==> src/sv/bfe_pkg.sv <==
`timescale 1ns / 1ps
// ----------------------------------------------------------------------------
// Bus frame encoder package
// Shared types, codes and the CRC-16 byte update for the frame encoder.
// ----------------------------------------------------------------------------
package bfe_pkg;

    typedef struct packed {
        logic        command;
        logic [2:0]  frame_type;
        logic [31:0] destination_address;
        logic [31:0] sender_address;
        logic        sync_bit;
        logic [1:0]  sender_counter;
        logic [1:0]  receiver_counter;
        logic [4:0]  address_mask;
        logic [7:0]  payload_length;
        logic [7:0]  payload_byte;
    } item_t;

    typedef struct packed {
        logic [7:0] out_byte;
        logic       frame_end;
        logic       frame_error;
    } result_t;

    localparam logic CMD_HEADER  = 1'b0;
    localparam logic CMD_PAYLOAD = 1'b1;

    localparam logic [2:0] FT_INFO = 3'd0;
    localparam logic [2:0] FT_ACK  = 3'd1;
    localparam logic [2:0] FT_DISC = 3'd2;
    localparam logic [2:0] FT_SYS  = 3'd3;
    localparam logic [2:0] FT_RESP = 3'd4;

    typedef enum logic [2:0] {
        JOB_INFO = 3'd0,
        JOB_DISC = 3'd1,
        JOB_SYS  = 3'd2,
        JOB_PAY  = 3'd3,
        JOB_ERR  = 3'd4,
        JOB_RESP = 3'd5
    } job_kind_t;

    // Work handed from the front end to the byte sequencer.
    typedef struct packed {
        job_kind_t   kind;
        logic [31:0] dst;
        logic [31:0] src;
        logic [7:0]  ctrl;
        logic [7:0]  data;
        logic        last;
    } job_t;

    typedef enum logic [15:0] {
        SL_IDLE   = 16'h0001,
        SL_START  = 16'h0002,
        SL_D3     = 16'h0004,
        SL_D2     = 16'h0008,
        SL_D1     = 16'h0010,
        SL_D0     = 16'h0020,
        SL_CTRL   = 16'h0040,
        SL_S3     = 16'h0080,
        SL_S2     = 16'h0100,
        SL_S1     = 16'h0200,
        SL_S0     = 16'h0400,
        SL_LEN    = 16'h0800,
        SL_PAY    = 16'h1000,
        SL_CRC_HI = 16'h2000,
        SL_CRC_LO = 16'h4000,
        SL_RAW    = 16'h8000
    } slot_t;

    localparam logic [15:0] CRC_POLY = 16'h1002;
    localparam logic [15:0] CRC_INIT = 16'hF1E2;

    localparam logic [7:0] SOF_FRAME   = 8'hFD;
    localparam logic [7:0] SOF_SYSTEM  = 8'hFE;
    localparam logic [7:0] DISC_REPLY  = 8'hF8;
    localparam logic [7:0] ESC_BYTE    = 8'hFC;
    localparam logic [7:0] ESC_MASK    = 8'h7F;
    localparam logic [7:0] CTRL_BASE   = 8'h10;
    localparam logic [7:0] CTRL_LONG   = 8'h08;
    localparam logic [7:0] CTRL_ONE    = 8'h01;
    localparam logic [7:0] CTRL_DISC   = 8'h03;
    localparam logic [7:0] FIXED_LEN   = 8'h02;
    localparam logic [7:0] LEN_EXTRA   = 8'h02;
    localparam logic [7:0] ERR_BYTE    = 8'h00;

    // One byte through the CRC, MSB first.
    function automatic logic [15:0] crc_feed(input logic [15:0] crc, input logic [7:0] b);
        logic [15:0] c;
        c = crc ^ {b, 8'h00};
        for (int k = 0; k < 8; k++) begin
            c = c[15] ? ({c[14:0], 1'b0} ^ CRC_POLY) : {c[14:0], 1'b0};
        end
        return c;
    endfunction

endpackage

==> src/sv/bus_frame_encoder_crc16_stuffing.sv <==
`timescale 1ns / 1ps
// ----------------------------------------------------------------------------
// Bus frame encoder with CRC-16 and byte stuffing
// Turns header and payload requests into escaped wire bytes, one per result.
// ----------------------------------------------------------------------------
// The byte sequencer sends one wire byte per cycle while the output queue has room; a
// payload request yields one wire byte, or two when escaped, plus the CRC bytes when it
// closes the frame. A header request's byte count is set by its frame type and its escaped bytes.
// Reset clears the queues, the open-frame state and the sequencer; no clearing pass.
module bus_frame_encoder_crc16_stuffing #(
    parameter int unsigned MAX_PAYLOAD = 128,
    parameter int          JOB_DEPTH   = 4,
    parameter int          OUT_DEPTH   = 4
) (
    input  logic             clk,
    input  logic             rst_n,
    input  logic             push,
    input  bfe_pkg::item_t   item,
    output logic             full,
    output logic             empty,
    input  logic             pop,
    output bfe_pkg::result_t result
);

    localparam int JW = $bits(bfe_pkg::job_t);
    localparam int RW = $bits(bfe_pkg::result_t);

    logic             job_full, job_push, job_empty, job_pop;
    bfe_pkg::job_t    job_wr, job_head;
    logic             res_full, res_push;
    bfe_pkg::result_t res_wr;

    bfe_front #(
        .MAX_PAYLOAD(MAX_PAYLOAD)
    ) u_front (
        .clk      (clk),
        .rst_n    (rst_n),
        .push     (push),
        .item     (item),
        .full     (full),
        .job_full (job_full),
        .job_push (job_push),
        .job      (job_wr)
    );

    bfe_fifo #(
        .WIDTH(JW),
        .DEPTH(JOB_DEPTH)
    ) u_job_q (
        .clk   (clk),
        .rst_n (rst_n),
        .push  (job_push),
        .wdata (job_wr),
        .full  (job_full),
        .pop   (job_pop),
        .rdata (job_head),
        .empty (job_empty)
    );

    bfe_back u_back (
        .clk       (clk),
        .rst_n     (rst_n),
        .job_empty (job_empty),
        .job_head  (job_head),
        .job_pop   (job_pop),
        .res_full  (res_full),
        .res_push  (res_push),
        .res       (res_wr)
    );

    bfe_fifo #(
        .WIDTH(RW),
        .DEPTH(OUT_DEPTH)
    ) u_out_q (
        .clk   (clk),
        .rst_n (rst_n),
        .push  (res_push),
        .wdata (res_wr),
        .full  (res_full),
        .pop   (pop),
        .rdata (result),
        .empty (empty)
    );

endmodule

==> src/sv/bfe_fifo.sv <==
`timescale 1ns / 1ps
// ----------------------------------------------------------------------------
// Bus frame encoder queue
// Small first-word-fall-through register queue with full and empty flags.
// ----------------------------------------------------------------------------
module bfe_fifo #(
    parameter int WIDTH = 8,
    parameter int DEPTH = 4
) (
    input  logic             clk,
    input  logic             rst_n,
    input  logic             push,
    input  logic [WIDTH-1:0] wdata,
    output logic             full,
    input  logic             pop,
    output logic [WIDTH-1:0] rdata,
    output logic             empty
);

    localparam int AW = (DEPTH > 1) ? $clog2(DEPTH) : 1;
    localparam int CW = $clog2(DEPTH + 1);

    logic [WIDTH-1:0] mem_reg [DEPTH];
    logic [AW-1:0]    wr_ptr_reg, wr_ptr_next;
    logic [AW-1:0]    rd_ptr_reg, rd_ptr_next;
    logic [CW-1:0]    count_reg, count_next;
    logic             do_push, do_pop;

    assign full    = (count_reg == CW'(DEPTH));
    assign empty   = (count_reg == '0);
    assign do_push = push && !full;
    assign do_pop  = pop && !empty;
    assign rdata   = mem_reg[rd_ptr_reg];

    always_comb
    begin
        wr_ptr_next = wr_ptr_reg;
        rd_ptr_next = rd_ptr_reg;
        count_next  = count_reg;
        if (do_push)
        begin
            wr_ptr_next = (wr_ptr_reg == AW'(DEPTH - 1)) ? '0 : wr_ptr_reg + AW'(1);
        end
        if (do_pop)
        begin
            rd_ptr_next = (rd_ptr_reg == AW'(DEPTH - 1)) ? '0 : rd_ptr_reg + AW'(1);
        end
        if (do_push && !do_pop)
        begin
            count_next = count_reg + CW'(1);
        end
        else if (do_pop && !do_push)
        begin
            count_next = count_reg - CW'(1);
        end
    end

    always_ff @(posedge clk or negedge rst_n)
    begin
        if (!rst_n)
        begin
            wr_ptr_reg <= '0;
            rd_ptr_reg <= '0;
            count_reg  <= '0;
        end
        else
        begin
            wr_ptr_reg <= wr_ptr_next;
            rd_ptr_reg <= rd_ptr_next;
            count_reg  <= count_next;
        end
    end

    always_ff @(posedge clk)
    begin
        if (do_push)
        begin
            mem_reg[wr_ptr_reg] <= wdata;
        end
    end

endmodule

==> src/sv/bfe_front.sv <==
`timescale 1ns / 1ps
// ----------------------------------------------------------------------------
// Bus frame encoder front end
// Accepts header and payload requests, tracks the open frame and queues jobs.
// ----------------------------------------------------------------------------
module bfe_front #(
    parameter int unsigned MAX_PAYLOAD = 128
) (
    input  logic           clk,
    input  logic           rst_n,
    input  logic           push,
    input  bfe_pkg::item_t item,
    output logic           full,
    input  logic           job_full,
    output logic           job_push,
    output bfe_pkg::job_t  job
);

    logic       open_reg, open_next;
    logic [7:0] left_reg, left_next;
    logic       accept;
    logic [7:0] rc_field;

    assign full     = job_full;
    assign accept   = push && !job_full;
    assign rc_field = {1'b0, item.receiver_counter, 5'b00000};

    always_comb
    begin
        job       = '0;
        job.kind  = bfe_pkg::JOB_PAY;
        job.dst   = item.destination_address;
        job.src   = item.sender_address;
        job_push  = 1'b0;
        open_next = open_reg;
        left_next = left_reg;
        if (accept)
        begin
            if (item.command == bfe_pkg::CMD_PAYLOAD)
            begin
                // A payload request with no open frame is dropped silently.
                if (open_reg)
                begin
                    job.kind  = bfe_pkg::JOB_PAY;
                    job.data  = item.payload_byte;
                    job.last  = (left_reg == 8'd1);
                    job_push  = 1'b1;
                    left_next = left_reg - 8'd1;
                    if (left_reg == 8'd1)
                    begin
                        open_next = 1'b0;
                    end
                end
            end
            else
            begin
                case (item.frame_type)
                    bfe_pkg::FT_INFO, bfe_pkg::FT_ACK:
                    begin
                        open_next = 1'b0;
                        left_next = 8'd0;
                        job_push  = 1'b1;
                        if (item.payload_length > 8'(MAX_PAYLOAD))
                        begin
                            job.kind = bfe_pkg::JOB_ERR;
                        end
                        else
                        begin
                            job.kind = bfe_pkg::JOB_INFO;
                            if (item.frame_type == bfe_pkg::FT_INFO)
                            begin
                                job.ctrl = bfe_pkg::CTRL_BASE | {item.sync_bit, 7'b0000000}
                                         | rc_field | bfe_pkg::CTRL_LONG
                                         | {5'b00000, item.sender_counter, 1'b0};
                            end
                            else
                            begin
                                job.ctrl = bfe_pkg::CTRL_BASE | rc_field
                                         | bfe_pkg::CTRL_LONG | bfe_pkg::CTRL_ONE;
                            end
                            job.data = item.payload_length + bfe_pkg::LEN_EXTRA;
                            job.last = (item.payload_length == 8'd0);
                            if (item.payload_length != 8'd0)
                            begin
                                open_next = 1'b1;
                                left_next = item.payload_length;
                            end
                        end
                    end
                    bfe_pkg::FT_DISC:
                    begin
                        open_next = 1'b0;
                        left_next = 8'd0;
                        job_push  = 1'b1;
                        job.kind  = bfe_pkg::JOB_DISC;
                        job.ctrl  = bfe_pkg::CTRL_DISC | {item.address_mask, 3'b000};
                        job.data  = bfe_pkg::FIXED_LEN;
                        job.last  = 1'b1;
                    end
                    bfe_pkg::FT_SYS:
                    begin
                        open_next = 1'b0;
                        left_next = 8'd0;
                        job_push  = 1'b1;
                        job.kind  = bfe_pkg::JOB_SYS;
                        job.ctrl  = bfe_pkg::CTRL_BASE | rc_field | bfe_pkg::CTRL_ONE;
                        job.data  = bfe_pkg::FIXED_LEN;
                        job.last  = 1'b1;
                    end
                    bfe_pkg::FT_RESP:
                    begin
                        open_next = 1'b0;
                        left_next = 8'd0;
                        job_push  = 1'b1;
                        job.kind  = bfe_pkg::JOB_RESP;
                    end
                    default:
                    begin
                        // Unknown frame types leave everything as it was.
                    end
                endcase
            end
        end
    end

    always_ff @(posedge clk or negedge rst_n)
    begin
        if (!rst_n)
        begin
            open_reg <= 1'b0;
            left_reg <= 8'd0;
        end
        else
        begin
            open_reg <= open_next;
            left_reg <= left_next;
        end
    end

endmodule

==> src/sv/bfe_back.sv <==
`timescale 1ns / 1ps
// ----------------------------------------------------------------------------
// Bus frame encoder byte sequencer
// Walks each job byte by byte, runs the CRC and inserts escape bytes.
// ----------------------------------------------------------------------------
module bfe_back (
    input  logic             clk,
    input  logic             rst_n,
    input  logic             job_empty,
    input  bfe_pkg::job_t    job_head,
    output logic             job_pop,
    input  logic             res_full,
    output logic             res_push,
    output bfe_pkg::result_t res
);

    bfe_pkg::slot_t slot_reg, slot_next, slot_after, first_slot;
    bfe_pkg::job_t  job_reg;
    logic [15:0]    crc_reg, crc_next;
    logic [7:0]     crc_lo_reg, crc_lo_next;
    logic           esc_reg, esc_next;
    logic [7:0]     b_raw;
    logic           body, special, need_esc, active, go, advance, load;

    always_comb
    begin
        case (slot_reg)
            bfe_pkg::SL_START:  b_raw = (job_reg.kind == bfe_pkg::JOB_SYS) ?
                                        bfe_pkg::SOF_SYSTEM : bfe_pkg::SOF_FRAME;
            bfe_pkg::SL_D3:     b_raw = job_reg.dst[31:24];
            bfe_pkg::SL_D2:     b_raw = job_reg.dst[23:16];
            bfe_pkg::SL_D1:     b_raw = job_reg.dst[15:8];
            bfe_pkg::SL_D0:     b_raw = job_reg.dst[7:0];
            bfe_pkg::SL_CTRL:   b_raw = job_reg.ctrl;
            bfe_pkg::SL_S3:     b_raw = job_reg.src[31:24];
            bfe_pkg::SL_S2:     b_raw = job_reg.src[23:16];
            bfe_pkg::SL_S1:     b_raw = job_reg.src[15:8];
            bfe_pkg::SL_S0:     b_raw = job_reg.src[7:0];
            bfe_pkg::SL_LEN:    b_raw = job_reg.data;
            bfe_pkg::SL_PAY:    b_raw = job_reg.data;
            bfe_pkg::SL_CRC_HI: b_raw = crc_reg[15:8];
            bfe_pkg::SL_CRC_LO: b_raw = crc_lo_reg;
            bfe_pkg::SL_RAW:    b_raw = (job_reg.kind == bfe_pkg::JOB_ERR) ?
                                        bfe_pkg::ERR_BYTE : bfe_pkg::DISC_REPLY;
            default:            b_raw = 8'h00;
        endcase
    end

    always_comb
    begin
        case (slot_reg)
            bfe_pkg::SL_START:  slot_after = (job_reg.kind == bfe_pkg::JOB_SYS) ?
                                             bfe_pkg::SL_D0 : bfe_pkg::SL_D3;
            bfe_pkg::SL_D3:     slot_after = bfe_pkg::SL_D2;
            bfe_pkg::SL_D2:     slot_after = bfe_pkg::SL_D1;
            bfe_pkg::SL_D1:     slot_after = bfe_pkg::SL_D0;
            bfe_pkg::SL_D0:     slot_after = bfe_pkg::SL_CTRL;
            bfe_pkg::SL_CTRL:   slot_after = (job_reg.kind == bfe_pkg::JOB_INFO) ?
                                             bfe_pkg::SL_S3 : bfe_pkg::SL_LEN;
            bfe_pkg::SL_S3:     slot_after = bfe_pkg::SL_S2;
            bfe_pkg::SL_S2:     slot_after = bfe_pkg::SL_S1;
            bfe_pkg::SL_S1:     slot_after = bfe_pkg::SL_S0;
            bfe_pkg::SL_S0:     slot_after = bfe_pkg::SL_LEN;
            bfe_pkg::SL_LEN,
            bfe_pkg::SL_PAY:    slot_after = job_reg.last ?
                                             bfe_pkg::SL_CRC_HI : bfe_pkg::SL_IDLE;
            bfe_pkg::SL_CRC_HI: slot_after = bfe_pkg::SL_CRC_LO;
            default:            slot_after = bfe_pkg::SL_IDLE;
        endcase
    end

    always_comb
    begin
        case (job_head.kind)
            bfe_pkg::JOB_INFO,
            bfe_pkg::JOB_DISC,
            bfe_pkg::JOB_SYS:  first_slot = bfe_pkg::SL_START;
            bfe_pkg::JOB_PAY:  first_slot = bfe_pkg::SL_PAY;
            default:           first_slot = bfe_pkg::SL_RAW;
        endcase
    end

    // The start byte and the single-byte results go out unescaped.
    assign body     = (slot_reg != bfe_pkg::SL_START) && (slot_reg != bfe_pkg::SL_RAW);
    assign special  = b_raw inside {bfe_pkg::ESC_BYTE, bfe_pkg::SOF_FRAME, bfe_pkg::SOF_SYSTEM};
    assign need_esc = body && special && !esc_reg;
    assign active   = (slot_reg != bfe_pkg::SL_IDLE);
    assign go       = active && !res_full;
    assign advance  = go && !need_esc;
    assign load     = !job_empty && (!active || (advance && slot_after == bfe_pkg::SL_IDLE));
    assign job_pop  = load;
    assign res_push = go;

    always_comb
    begin
        res.out_byte    = need_esc ? bfe_pkg::ESC_BYTE :
                          (esc_reg ? (b_raw & bfe_pkg::ESC_MASK) : b_raw);
        res.frame_end   = advance && ((slot_reg == bfe_pkg::SL_CRC_LO) ||
                                      (slot_reg == bfe_pkg::SL_RAW));
        res.frame_error = (slot_reg == bfe_pkg::SL_RAW) && (job_reg.kind == bfe_pkg::JOB_ERR);
    end

    always_comb
    begin
        slot_next   = slot_reg;
        crc_next    = crc_reg;
        crc_lo_next = crc_lo_reg;
        esc_next    = esc_reg;
        if (go)
        begin
            esc_next = need_esc;
        end
        if (advance)
        begin
            slot_next = slot_after;
            case (slot_reg)
                bfe_pkg::SL_START:  crc_next = bfe_pkg::crc_feed(bfe_pkg::CRC_INIT, b_raw);
                bfe_pkg::SL_CRC_HI:
                begin
                    // The low byte is sent as it stood before the high byte went in.
                    crc_lo_next = crc_reg[7:0];
                    crc_next    = bfe_pkg::crc_feed(crc_reg, b_raw);
                end
                bfe_pkg::SL_CRC_LO,
                bfe_pkg::SL_RAW:    crc_next = crc_reg;
                default:            crc_next = bfe_pkg::crc_feed(crc_reg, b_raw);
            endcase
        end
        if (load)
        begin
            slot_next = first_slot;
        end
    end

    always_ff @(posedge clk or negedge rst_n)
    begin
        if (!rst_n)
        begin
            slot_reg <= bfe_pkg::SL_IDLE;
            crc_reg  <= bfe_pkg::CRC_INIT;
            esc_reg  <= 1'b0;
        end
        else
        begin
            slot_reg <= slot_next;
            crc_reg  <= crc_next;
            esc_reg  <= esc_next;
        end
    end

    always_ff @(posedge clk)
    begin
        crc_lo_reg <= crc_lo_next;
        if (load)
        begin
            job_reg <= job_head;
        end
    end

endmodule
==> config.mk <==
export PLATFORM = sky130hd
export DESIGN_NAME = bus_frame_encoder_crc16_stuffing
export DESIGN_NICKNAME = d
export VERILOG_FILES = /design/src/sv/bfe_pkg.sv /design/src/sv/bus_frame_encoder_crc16_stuffing.sv /design/src/sv/bfe_fifo.sv /design/src/sv/bfe_front.sv /design/src/sv/bfe_back.sv
export SDC_FILE = /design/constraint.sdc
export NUM_CORES = 1
export LEC_CHECK = 0
export BUFFER_PORTS_ARGS = -buffer_cell sky130_fd_sc_hd__clkbuf_2
export CAP_MARGIN = 20
export CELL_PAD_IN_SITES_DETAIL_PLACEMENT = 0
export CELL_PAD_IN_SITES_GLOBAL_PLACEMENT = 2
export CORE_AREA = 3 3 214 216
export CTS_BUF_LIST = sky130_fd_sc_hd__clkbuf_8
export DETAILED_ROUTE_END_ITERATION = 10
export DIE_AREA = 0 0 217 219
export PLACE_DENSITY_LB_ADDON = 0.1
export RECOVER_POWER = 25
export REMOVE_ABC_BUFFERS = 1
export SLEW_MARGIN = 25
export SYNTH_ARGS = -nofsm -noshare
export SYNTH_HDL_FRONTEND = slang
export SYNTH_SLANG_ARGS = --single-unit
export TNS_END_PERCENT = 20
==> constraint.sdc <==
create_clock -name clk -period 5.45 [get_ports clk]
set_input_delay 1.09 -clock clk [delete_from_list [all_inputs] [get_ports clk]]
set_output_delay 1.09 -clock clk [all_outputs]
set_load 0.05 [all_outputs]
-- Word level (Yosys, flattened, before mapping)
Memory sizes are Yosys's and may differ from the RTL's.
Cells that the tools add are included.
- input port bits: 98
- output and inout bits: 12
- logic and storage cells: 211
- RAM bits: 376
- flip-flop bits (word level): 148
- memories: 2
- memories (memory ; words ; width ; rd ports ; clocked after memory_dff ; write ports ; RTL line ; text):
    u_job_q.mem_reg ; 4 ; 84 ; 1 ; 0 ; 1 ; bfe_fifo.sv:23 ; logic [WIDTH-1:0] mem_reg [DEPTH];
    u_out_q.mem_reg ; 4 ; 10 ; 1 ; 0 ; 1 ; bfe_fifo.sv:23 ;
- $lt $le $gt $ge: 1
- eq/ne operators: 39
- bitwise operators: 21
- mux-type cells: 67
- reductions and logical operators: 53
- $add $sub $neg: 10
- operator list (kind ; number):
    $mux 13 ; 16
    $pmux 16 s12 ; 1
    $pmux 8 s14 ; 1
    $mux 8 ; 9
    $pmux 16 s2 ; 2
    $pmux 17 s3 ; 1
    $mux 17 ; 2
    $mux 16 ; 2
    $not 2->2 ; 16
    $eq 8x8->1 const B ; 3
    $mux 3 ; 7
    $logic_and 1x1->1 ; 18
    $mux 9 ; 2
    $eq 16x1->1 const B ; 1
    $eq 16x10->1 const B ; 1
    $eq 16x11->1 const B ; 1
    $eq 16x12->1 const B ; 1
    $eq 16x13->1 const B ; 1
    $eq 16x14->1 const B ; 1
    $eq 16x15->1 const B ; 1
    $eq 16x16->1 const B ; 1
    $eq 16x2->1 const B ; 1
    $eq 16x3->1 const B ; 1
    $eq 16x4->1 const B ; 1
    45 further kinds ; 100

-- Depth between registers and ports, before layout
- word-level depth: 21
- gate-level depth with buffers: 18

-- By module
A second synthesis with hierarchy kept.
- cell total of the unflattened synthesis: 1189
- area total of the unflattened synthesis: 21709.6 um2
- by module, submodules not included (module ; seq. area each (um2) ; instances ; area an instance (um2) ; cells an instance):
    bfe_fifo at u_job_q ; 10264.8 ; 1 ; 12598.3 ; 476
    bfe_back ; 3545.9 ; 1 ; 5606.6 ; 408
    bfe_fifo at u_out_q ; 1376.3 ; 1 ; 1909.3 ; 89
    bfe_front ; 225.2 ; 1 ; 1595.3 ; 216

-- Worst setup path after synthesis
No wires, ideal clock.
- kind: register to register
- start point: register u_back.slot_reg[4]
- end point: register u_back.job_reg[0] (netlist name), enable pin
- stages on the path, launching flop included: 14
- data arrival time: 4351 ps
- setup time: 438 ps
- buffers on the path: 5
- slack: 661 ps
- period minus slack after synthesis: 4789 ps
- path through: dfrtp_1 -> buf_6 -> or4_1 -> buf_4 -> buf_6 -> buf_6 -> or4_4 -> buf_6 -> a2bb2oi_1 -> nand4_1 -> nor2_1 -> o211ai_1 -> o221ai_2 -> inv_1
- cells in the longest elaborated chain, start to end: 12
- elaborated cells on any way between the ends: 36
- RTL lines (element ; RTL line ; text):
    from (decl) ; bfe_back.sv:17 ; bfe_pkg::slot_t slot_reg, slot_next, slot_after, first_slot;
    from (signal assigned) ; bfe_back.sv:139 ; slot_reg <= bfe_pkg::SL_IDLE;
    from (signal assigned) ; bfe_back.sv:145 ; slot_reg <= slot_next;
    $eq 16x12->1 or $eq 16x13->1 (tied branches) ; bfe_back.sv:27, bfe_back.sv:51 ;
    $reduce_or 2->1 (no line) ; n/a ;
    $pmux 8 s14 ; bfe_back.sv:27 ; case (slot_reg)
    $eq 8x8->1 ; bfe_back.sv:85 ; assign special = b_raw inside {bfe_pkg::ESC_BYTE, bfe_pkg::SOF_FRAME, bfe_pkg::SOF_SYSTEM};
    $reduce_bool 3->1 ; bfe_back.sv:85 ;
    $logic_and 1x1->1 (2 in series) ; bfe_back.sv:86 ; assign need_esc = body && special && !esc_reg;
    $logic_not 1->1 ; bfe_back.sv:89 ; assign advance = go && !need_esc;
    $logic_and 1x1->1 ; bfe_back.sv:89 ;
    $logic_and 1x1->1 ; bfe_back.sv:90 ; assign load = !job_empty && (!active || (advance && slot_after == bfe_pkg::SL_IDLE));
    $logic_or 1x1->1 * ; bfe_back.sv:90 ;
    $logic_and 1x1->1 * ; bfe_back.sv:90 ;
    net job_pop ; bus_frame_encoder_crc16_stuffing.sv:28 ; logic job_full, job_push, job_empty, job_pop;
    to (signal assigned) ; bfe_back.sv:156 ; job_reg <= job_head;
    to (decl) ; bfe_back.sv:18 ; bfe_pkg::job_t job_reg;
The timed path passes the listed nets; every way through them passes the cells marked *.
A chain may end at the register's enable or synchronous reset.

-- Worst setup path in the final report
- start point: register u_back.slot_reg[1]
- end point: register u_back.job_reg[4] (netlist name), enable pin
Same word-level chain as after synthesis.

==> impl_metrics.toml <==
[sta]
rsz0062_at_grt = "false"
finalHoldViolCount = 0
maxSlewViolCount = 56
finalCritPeriodShare_pct = 87.8
tns_ns = 0
timing.fmax_ghz = 0.209
maxSlewHeadroom_pct = -123
min_period_ns = 4.79
final.setup_skew_ns = 0.0299
setup_viol = 0
hold_slack_ns = 0.482
tightest_slew_ns = 3.35

[floorplan]
chipHeight_um = 219
dieArea_mm2 = 0.0475
placementRows = 77
start_util_pct = 48.6
coreArea_mm2 = 0.0441
fp.dieW_um = 217
num_io_pins = 110

[clocking]
clkSinkCount = 522
ctsResizeCount = 0
numCtsBuffers = 85
cts_hold_buf = 0
clk_latency_ns = 0.67
clk_pin_slew_ns = 0.07
cts_tree = "done"
post-cts-setup-buffers = 0
ctsLongestPathBuffers = 3
cts_root_buffer = "clkbuf_8"
htreeDepth = 3

[critical_path]
crit_chain = "or4_1 -> nor4_4 -> a22oi_1 -> nand2_1 -> nor3_1 -> buf_4 -> nor4_1 -> o211ai_1 -> o221ai_2 -> clkinv_2 -> buf_4"
critPathTopFamily = "simple AND/OR/NAND/NOR gates"
start_kind = "flip-flop"
slowest_stage = "or4_1"
crit_path_max_fanout = 30
reg2reg_depth = 11
crit_arrival_ns = 5.18
cp-end-kind = "flip-flop"
worstSetupPathType = "flip-flop to flip-flop"
crit_required_ns = 5.85
max_stage_delay_ns = 0.91
path_buf_inv = 3
crit_top_cell = "buf_4"
worst-path-stages = 11

[outcome]
outcome = "finished with violations"
violations = "capacitance limit, slew limit"

[flow_run]
cap_violations = 1

[synth]
synth-seq-cells = 522
synth_warnings = 0
synth_cell_types = 76
syn_avg_cell_area_um2 = 18.5
seq_area_frac_synth_pct = 71.9
syn_area_mm2 = 0.0214
syn_inst = 1158
ys.flop_type = "edfxtp_1"
synth-edff-count = 467
async_reset_ff_share_pct = 10.5

[power_and_ir_drop]
peakVddDrop_uv = 333
powerDensity_mw_per_mm2 = 586
power_leakage_nw = 8.41

[global_route]
grt_pass1_wl_mm = 74.3
grt-ovfl-total = 0
antenna_found_initial = 0
grt_max_degree = 63
globalRouteTotalUtil_pct = 21.1
grt_pass1_vias = 11600

[detailed_routing]
drc = 0
detail_route.first_pass.iterations = 5
routed_wl_mm = 48.7
antenna_left = 0
drtIter0Drc = 921
viasPerCell = 5.66
routedWlPerCell_um = 24.4
vias = 11300

[placement]
routabilityCongestion = 0.859
io_buffers = 109
place_inst = 1840
dpl.hpwl_mm = 32.7

[layout]
diodes = 0
syn_to_final_growth_pct = 13.6
nets = 1450
utilization_pct = 55.2
final_cell_count_no_fill = 1995
mostFrequentLayoutCells = "edfxtp_1, mux4_2, clkbuf_8, clkbuf_1, inv_1"
largest_register_ffs = 336
mostFrequentLayoutCell = "edfxtp_1"
nFillCells = 3639
drive_gt1_share_pct = 26.1

[min_path]
hp-class = "flip-flop to flip-flop"
hold_path_depth = 0
==> metrics by stage <==
stage | power (mW) | setup WS [ns] | area, µm²
floorplan | 9.69 | 0.361 | 21100
global placement | 11.1 | 0.781 | 22800
detailed placement | 11.2 | 0.682 | 22800
CTS | 14.5 | 0.645 | 24400
global route | 15.1 | 0.285 | 24400
finish | 14.3 | 0.662 | 24400
==> cell type report <==
cell class | count | area (µm²) | area share [%]
clock buffer | 87 | 1200 | 4.92
clock inverter | 68 | 447 | 1.83
inverter | 31 | 118 | 0.483
multi-input combinational | 554 | 5610 | 23.0
sequential | 522 | 15400 | 63.3
tap | 592 | 741 | 3.04
timing repair buffer | 141 | 827 | 3.40
==> kinds of logic after synthesis <==
| kind of cell | count (synthesis) | synth area share [%] |
|---|---|---|
| buf+inv | 82 | 2.01 |
| fa+ha+maj | 17 | 1.06 |
| xor+xnor | 29 | 1.51 |
| simple gates | 239 | 7.04 |
| flops | 522 | 71.9 |
| compound gates | 140 | 4.78 |
| mux | 129 | 11.7 |
==> final timing paths <==
kind | from | endpoint | slack, ns
worst max-delay path | u_back.slot_reg[1] | u_back.job_reg[4] | 0.66
worst min-delay path | u_back.crc_reg[3] | u_back.crc_lo_reg[3] | 0.48
worst max register to register | u_back.slot_reg[1] | u_back.job_reg[4] | 0.66
worst min register to register | u_back.crc_reg[3] | u_back.crc_lo_reg[3] | 0.48
max in group asynchronous | rst_n | u_job_q.rd_ptr_reg[1] | 1.46
min in group asynchronous | rst_n | u_out_q.count_reg[1] | 1.64
==> cells in the mapped netlist, types with 12 or more instances <==
cell      instances  share of area, %
edfxtp_1        467                65
mux4_2           94               9.9
nor2_1           52              0.91
dfrtp_1          45               5.3
a22oi_1          42               1.5
nand2_1          42              0.74
inv_1            30              0.53
clkbuf_1         21              0.37
o21ai_0          21              0.49
a21oi_1          19              0.44
nor4_1           18              0.53
nor3_1           17              0.40
mux2_2           16              0.84
ha_1             15              0.88
nand3_1          15              0.35
xnor2_1          15              0.61
or4b_2           14              0.65
a32oi_1          13              0.53
mux2i_1          12              0.56
==> worst register-to-register path, stage by stage, from the launching register on <==
cell	delay (ns)
dfrtp_1	0.45
or4_1	0.91
nor4_4	0.85
a22oi_1	0.20
nand2_1	0.12
nor3_1	0.06
buf_4	0.15
nor4_1	0.29
o211ai_1	0.22
o221ai_2	0.23
clkinv_2	0.59
buf_4	0.43
==> report_power, final <==
| part | leakage, nW | total (mW) | internal [mW] | switching [mW] |
|---|---|---|---|---|
| clock network | 0.939 | 3.26 | 1.74 | 1.52 |
| logic | 2.47 | 4.46 | 1.88 | 2.59 |
| registers | 5.00 | 6.54 | 5.80 | 0.738 |
==> layer usage <==
layer | vias up | track usage [%] | part of all wire (%)
li1 | 5106 | - | -
met1 | 5855 | 29.1 | 44
met2 | 280 | 34.3 | 49
met3 | 58 | 3.96 | 4.3
met4 | 0 | 7.09 | 2.3
met5 | - | 0 | 0
Note: power is estimated with default switching activity, not from simulation.
